### src/hdl/epg_pkg.sv
// Shared types, constants and codes for the eased path position generator.
// No dependencies; epg_if, epg_div and the top level import this package.
`timescale 1ns / 1ps

package epg_pkg;

	localparam int TABLE_DEPTH_DEF = 256;

	// divider operand widths, set by the widest numerator and denominator
	localparam int NUM_W = 50;
	localparam int DEN_W = 34;

	localparam int CFG_IDX_W  = 3;
	localparam int CFG_DATA_W = 32;

	localparam logic [CFG_IDX_W-1:0] CFG_RAMP_UP_END     = 3'd0;
	localparam logic [CFG_IDX_W-1:0] CFG_RAMP_DOWN_START = 3'd1;
	localparam logic [CFG_IDX_W-1:0] CFG_MOVING_TIME     = 3'd2;
	localparam logic [CFG_IDX_W-1:0] CFG_TOTAL_DISTANCE  = 3'd3;
	localparam logic [CFG_IDX_W-1:0] CFG_ENTRIES_IN_USE  = 3'd4;

	localparam logic [15:0] RST_RAMP_UP_END     = 16'd16384;
	localparam logic [15:0] RST_RAMP_DOWN_START = 16'd49152;
	localparam logic [31:0] RST_MOVING_TIME     = 32'd1000;

	localparam logic [1:0] ACT_TICK  = 2'd0;
	localparam logic [1:0] ACT_START = 2'd1;
	localparam logic [1:0] ACT_HOME  = 2'd2;
	localparam logic [1:0] ACT_LOAD  = 2'd3;

	localparam logic [16:0] ONE_Q16      = 17'd65536;
	localparam logic [24:0] INTERP_LIMIT = 25'd16777216;

	typedef struct packed {
		logic [1:0]         action;
		logic [15:0]        time_step;
		logic [7:0]         entry_index;
		logic [31:0]        entry_distance;
		logic signed [31:0] entry_x;
		logic signed [31:0] entry_y;
		logic signed [31:0] entry_z;
	} epg_req_t;

	typedef struct packed {
		logic signed [31:0] pos_x;
		logic signed [31:0] pos_y;
		logic signed [31:0] pos_z;
		logic               moving;
		logic [7:0]         segment_start;
	} epg_res_t;

	typedef struct packed {
		logic             start;
		logic [NUM_W-1:0] num;
		logic [DEN_W-1:0] den;
	} epg_div_req_t;

	typedef struct packed {
		logic             busy;
		logic             done;
		logic [NUM_W-1:0] quot;
	} epg_div_rsp_t;

	typedef enum logic [4:0] {
		ST_IDLE,
		ST_DISPATCH,
		ST_HOME_SET,
		ST_T_DIV,
		ST_T_WAIT,
		ST_EASE_MUL,
		ST_EASE_DIV,
		ST_S_WAIT,
		ST_DIST,
		ST_SRCH_RD,
		ST_SRCH_CMP,
		ST_SEG_RD_HI,
		ST_SEG_RD_LO,
		ST_SEG_CAP,
		ST_INTERP,
		ST_I_WAIT,
		ST_LERP_MUL,
		ST_LERP_ADD,
		ST_FIN
	} epg_state_t;

endpackage

### src/hdl/epg_div.sv
// Restoring unsigned divider, one quotient bit per cycle.
// Depends on epg_pkg for operand widths and request/response structs.
`timescale 1ns / 1ps

module epg_div (
	input  logic                  clk,
	input  logic                  arst_n,
	input  epg_pkg::epg_div_req_t req,
	output epg_pkg::epg_div_rsp_t rsp
);
	import epg_pkg::*;

	localparam int CNT_W = $clog2(NUM_W);

	logic             busy_q;
	logic             done_q;
	logic [CNT_W-1:0] cnt_q;
	logic [NUM_W-1:0] work_q;
	logic [DEN_W-1:0] rem_q;
	logic [DEN_W-1:0] den_q;
	logic [DEN_W:0]   rem_sh;
	logic [DEN_W:0]   rem_nx;
	logic             fits;

	always_comb begin
		rem_sh = {rem_q, work_q[NUM_W-1]};
		fits   = rem_sh >= {1'b0, den_q};
		rem_nx = fits ? (rem_sh - {1'b0, den_q}) : rem_sh;
	end

	always_ff @(posedge clk or negedge arst_n) begin
		if (!arst_n) begin
			busy_q <= 1'b0;
			done_q <= 1'b0;
			cnt_q  <= '0;
		end else begin
			done_q <= busy_q && (cnt_q == '0);
			if (req.start) begin
				busy_q <= 1'b1;
				cnt_q  <= CNT_W'(NUM_W - 1);
			end else if (busy_q) begin
				cnt_q <= cnt_q - 1'b1;
				if (cnt_q == '0) begin
					busy_q <= 1'b0;
				end
			end
		end
	end

	// quotient bits shift in behind the numerator bits
	always_ff @(posedge clk) begin
		if (req.start) begin
			work_q <= req.num;
			rem_q  <= '0;
			den_q  <= req.den;
		end else if (busy_q) begin
			work_q <= {work_q[NUM_W-2:0], fits};
			rem_q  <= rem_nx[DEN_W-1:0];
		end
	end

	assign rsp.busy = busy_q;
	assign rsp.done = done_q;
	assign rsp.quot = work_q;

endmodule
### config.mk
export PLATFORM = sky130hd
export DESIGN_NAME = epg_div
export DESIGN_NICKNAME = d
export VERILOG_FILES = /design/src/hdl/epg_pkg.sv /design/src/hdl/epg_div.sv
export SDC_FILE = /design/constraint.sdc
export NUM_CORES = 1
export LEC_CHECK = 0
export BUFFER_PORTS_ARGS = -buffer_cell sky130_fd_sc_hd__buf_2
export CORE_AREA = 4 4 118 120
export CTS_BUF_LIST = sky130_fd_sc_hd__clkbuf_16
export CTS_CLUSTER_DIAMETER = 100
export CTS_CLUSTER_SIZE = 40
export DETAILED_ROUTE_END_ITERATION = 16
export DIE_AREA = 0 0 122 124
export PLACE_DENSITY_LB_ADDON = 0.15
export REMOVE_ABC_BUFFERS = 1
export SLEW_MARGIN = 20
export SYNTH_ARGS = -nofsm -noshare
export SYNTH_HDL_FRONTEND = slang
export SYNTH_SLANG_ARGS = --single-unit
### constraint.sdc
create_clock -name clk -period 3.5 [get_ports clk]
set_input_delay 0.875 -clock clk [delete_from_list [all_inputs] [get_ports clk]]
set_output_delay 0.875 -clock clk [all_outputs]
set_load 0.01 [all_outputs]
* Word-level counts from Yosys, hierarchy flattened
Cells that the tools add are included.
Widths: inputs -> output; s select.
** Operators by class
- Add/subtract/negate cells :: 2
- Order comparisons :: 1
- Multiplexer cells :: 8
- Reduce and logical (&&, ||, !) cells :: 3
** Operator list (count)
- $mux 50 :: 2
- $ge 35x34->1 :: 1
- $mux 34 :: 1
- $sub 34x34->34 :: 1
- $mux 6 :: 2
- $logic_not 6->1 :: 1
- $sub 6x1->6 const B :: 1
- $mux 1 :: 3
- $reduce_bool 2->1 :: 1
- $logic_and 1x1->1 :: 1
** Word-level totals
- Register bits after elaboration :: 126
- Input port bits :: 87
- Logic and storage cells :: 20

* Depth between registers and ports, before layout
- Word-level depth :: 4
- Depth in mapped cells :: 13
- Gate-level depth less buffers :: 12

* Worst setup path before layout
OpenSTA, ideal clock, no wires.
- Path type :: register to register
- Start :: register work_q[49]
- End :: register rem_q[18]
- Library setup time :: 0.122 ns
- Arrival :: 2.683 ns
- Required time :: 3.378 ns
- Setup slack :: 0.695 ns
- Cell stages (with the launch flop) :: 13
- Cell sequence :: edfxtp_1 -> inv_1 -> ha_1 -> inv_1 -> fa_1 -> a21o_1 -> a311o_1 -> a21oi_1 -> a31oi_1 -> a41oi_1 -> or3_1 -> nand2_1 -> a311o_1
** Between the ends
- Cells in the longest elaborated chain, start to end :: 2
- Elaborated cells between the ends (all ways) :: 3
- Classes of those cells :: add/sub: 1; order compare: 1; mux: 1
** Ends and longest elaborated chain
- start: declaration :: line epg_div.sv:18 : logic [NUM_W-1:0] work_q;
- start signal: assignment :: line epg_div.sv:53 : work_q <= req.num;
- start signal: assignment :: line epg_div.sv:57 : work_q <= {work_q[NUM_W-2:0], fits};
- $sub 34x34->34 or $ge 35x34->1 (tied branches) :: line epg_div.sv:28, epg_div.sv:27
- $mux 34 (*) :: line epg_div.sv:28 : rem_nx = fits ? (rem_sh - {1'b0, den_q}) : rem_sh;
- end signal: assignment :: line epg_div.sv:58 : rem_q <= rem_nx[DEN_W-1:0];
- end: declaration :: line epg_div.sv:19 : logic [DEN_W-1:0] rem_q;
Every way passes the cells marked *; elsewhere a longest branch is shown, timed or not.
A chain may end at the register's enable or synchronous reset.

* Worst setup path in the final report
- Start :: register den_q[3]
- End :: register rem_q[1]
** Between the ends
- Cells in the longest elaborated chain, start to end :: 2
** Ends and longest elaborated chain
- start: declaration :: line epg_div.sv:20 : logic [DEN_W-1:0] den_q;
- start signal: assignment :: line epg_div.sv:55 : den_q <= req.den;
- $ge 35x34->1 :: line epg_div.sv:27 : fits = rem_sh >= {1'b0, den_q};
- $mux 34 :: line epg_div.sv:28
Every way passes these cells.

==> flow_summary.ini <==
[power]
ir_drop_mv = 0.451
powerDensity_nw_per_um2 = 726
power.leakage_nw = 3.70
p_int_mw = 3.95
power_frac_clock_pct = 29.0
combPwrFrac_pct = 38.0
swShare_pct = 36.5
seqPwrFrac_pct = 33.1
p_sw_mw = 2.27

[final_layout]
utilization_pct = 66.0
nets = 954
area_delta_synth_final_pct = 20.0
drive_gt1_share_pct = 28.9
antenna_cells = 0

[sta]
max_slew_margin_pct = 35.6
rsz0062_at_grt = false
worstMarginPinSlew_ns = 0.966
fin_skew_ns = 0.0188
setup_viol = 0
fin_crit_sh_pct = 90.4
final.setup.worst_slack_ns = 0.337
period_needed_ns = 3.16
finalMaxSlewViolations = 0
setup_tns_ns = 0
max_freq_mhz = 316
hold_violations = 0

[clock_tree]
cts_sinks = 126
cts-root-buf = clkbuf_16
clock_path_buffers = 2
clk_latency_ns = 0.43
cts_setup_buffers = 0
cts_buffers = 17
cts.repair.resized = 0
path_clk_slew_ns = 0.06
cts_tree = yes
hold_buffers = 0
htreeDepth = 4

[floorplanning]
fp.coreArea_sq_um = 13000
fp.dieArea_sq_um = 15100
die_h_um = 124
die-width_um = 122
fp-row-count = 42
initial_utilization_pct = 55.0
io_pins = 139

[yosys]
ys_warn_count = 0
syn_inst = 698
synth.distinct_cells = 66
ys_seq_area_share_pct = 47.7
synth_top_flop_cell = edfxtp_1
ys_ff_latch = 126
synth_edf_count = 84
syn_area_sq_um = 7140
syn_avg_cell_area_sq_um = 10.2
ys_async_sr_fraction_pct = 6.35

[setup_path]
endpoint_kind = flip-flop
critPathKind = reg -> reg
crit_fanout = 16
r2r_end = rem_q[1]
r2r-start = den_q[3]
r2r_slack_ns = 0.34
worstPathArrival_ns = 3.48
cp-start-kind = flip-flop
ff2ff_path_depth = 11
cp.required_ns = 3.82

[global_route]
grt_overflow_total = 0
grt_max_degree = 81
track_usage_pct = 23.9
antenna_found_initial = 0
grt_pass1_vias = 5918
grt_first_pass_wirelength_um = 28400

[job]
maxCapViolations = 0

[place]
globalplace.congestion = 0.906
dpl.hpwl_um = 12300
port_buffers = 138
pre_cts_slack_ns = 0.379

[worst_hold_path]
min_path_type = in -> async

[detailed_routing]
drt-pass1-iter-count = 5
vias = 5860
detail_route.wl_per_cell_um = 17.1
detail-route-antenna-nets = 0
routed_via_density = 5.75
wirelength_um = 17400
drt_iter0_markers = 455
drc = 0

[run_status]
status = completed
-- layout by cell type, fill, tap and decap left out, types with 17 or more instances in the layout --
cell type,netlist,final
o21ai_0,20,20
dfxtp_1,34,34
buf_2,9,137
inv_1,44,45
a21oi_1,34,34
a311oi_1,28,28
nand2_1,91,90
nor2_1,60,60
clkbuf_16,0,17
edfxtp_1,84,84
ha_1,36,36
mux2_2,50,50
-- synthesized netlist by cell type, types with 15 or more instances --
cell	number	area, sq um
nor2_1	60	225
dfxtp_1	34	681
a311oi_1	28	245
inv_1	44	165
xnor2_1	15	131
a21oi_1	34	170
clkbuf_1	21	78.8
nand2_1	91	342
o21ai_0	20	100
edfxtp_1	84	2520
ha_1	36	450
mux2_2	50	563
-- critical path, stage by stage (launching register included) --
cell and delay [ns]:
edfxtp_1 0.34, inv_1 0.05, ha_1 0.40, nand4_1 0.14, a21oi_1 0.34, o21a_1 0.18
o211ai_1 0.13, a21oi_2 0.26, a21o_1 0.52, buf_4 0.32, nand2_1 0.08, a311oi_1 0.29
-- cell families (layout without fill, tap and decap cells) --
group,Yosys count,after routing,share of synthesized area [%]
and+or+nand+nor,221,221,13.9
AOI/OAI and AO/OA,153,153,15.4
xor gates and xnor gates,27,27,3.31
buffers and inverters,82,227,4.94
muxes,52,52,8.17
adders and majority gates,37,37,6.59
DFF,126,126,47.7
-- how the worst max path moves through the flow --
stage                     slack (ns)  depth (start not counted)  startpoint   endpoint
final                           0.34                         11    den_q[3]   rem_q[1]
after global routing            0.02                         11    den_q[3]   rem_q[6]
after CTS                       0.35                         11    den_q[5]   rem_q[4]
after detailed placement        0.38                         11    den_q[3]   rem_q[4]
after global placement          0.48                         11   den_q[19]   rem_q[2]
after floorplan                 0.17                          2      busy_q  work_q[0]
-- per-layer routing --
layer / track usage (%) / routed length [um] / vias to the layer above
met5: 0 / 0 / -
met4: 9.94 / 361 / 0
met3: 7.90 / 1430 / 30
met2: 38.7 / 8190 / 219
met1: 29.6 / 7440 / 2773
li1: - / - / 2838
-- through the flow --
stage	cells	area (sq um)	power [mW]	hold WS [ns]
final	1019	8570	6.22	0.280
after global routing	1019	8570	6.62	0.282
after CTS	1019	8570	6.23	0.269
after detailed placement	987	7970	4.40	0.493
after global placement	987	7970	4.34	0.484
after floorplan	660	6950	3.72	0.463
-- power by group through the flow --
stage | Clock [mW] | Sequential [mW] | Combinational, mW
floorplan | 0 | 2.07 | 1.66
global placement | 0 | 2.06 | 2.27
detailed placement | 0 | 2.07 | 2.33
CTS | 1.83 | 2.05 | 2.34
global route | 1.90 | 2.09 | 2.63
finish | 1.80 | 2.06 | 2.36
-- state kept, by name, indices dropped and copies added (netlist names) --
name    flops
work_q     50
done_q      1
cnt_q       6
rem_q      34
den_q      34
busy_q      1
-- cell type report --
class	count	area, sq um
Sequential cell	126	3400
Fill cell	1069	4410
Inverter	44	165
Clock buffer	17	425
Multi-Input combinational cell	490	3390
Tap cell	176	220
Timing Repair Buffer	151	791
Clock inverter	15	173
Power figures use the tool's default switching activity.
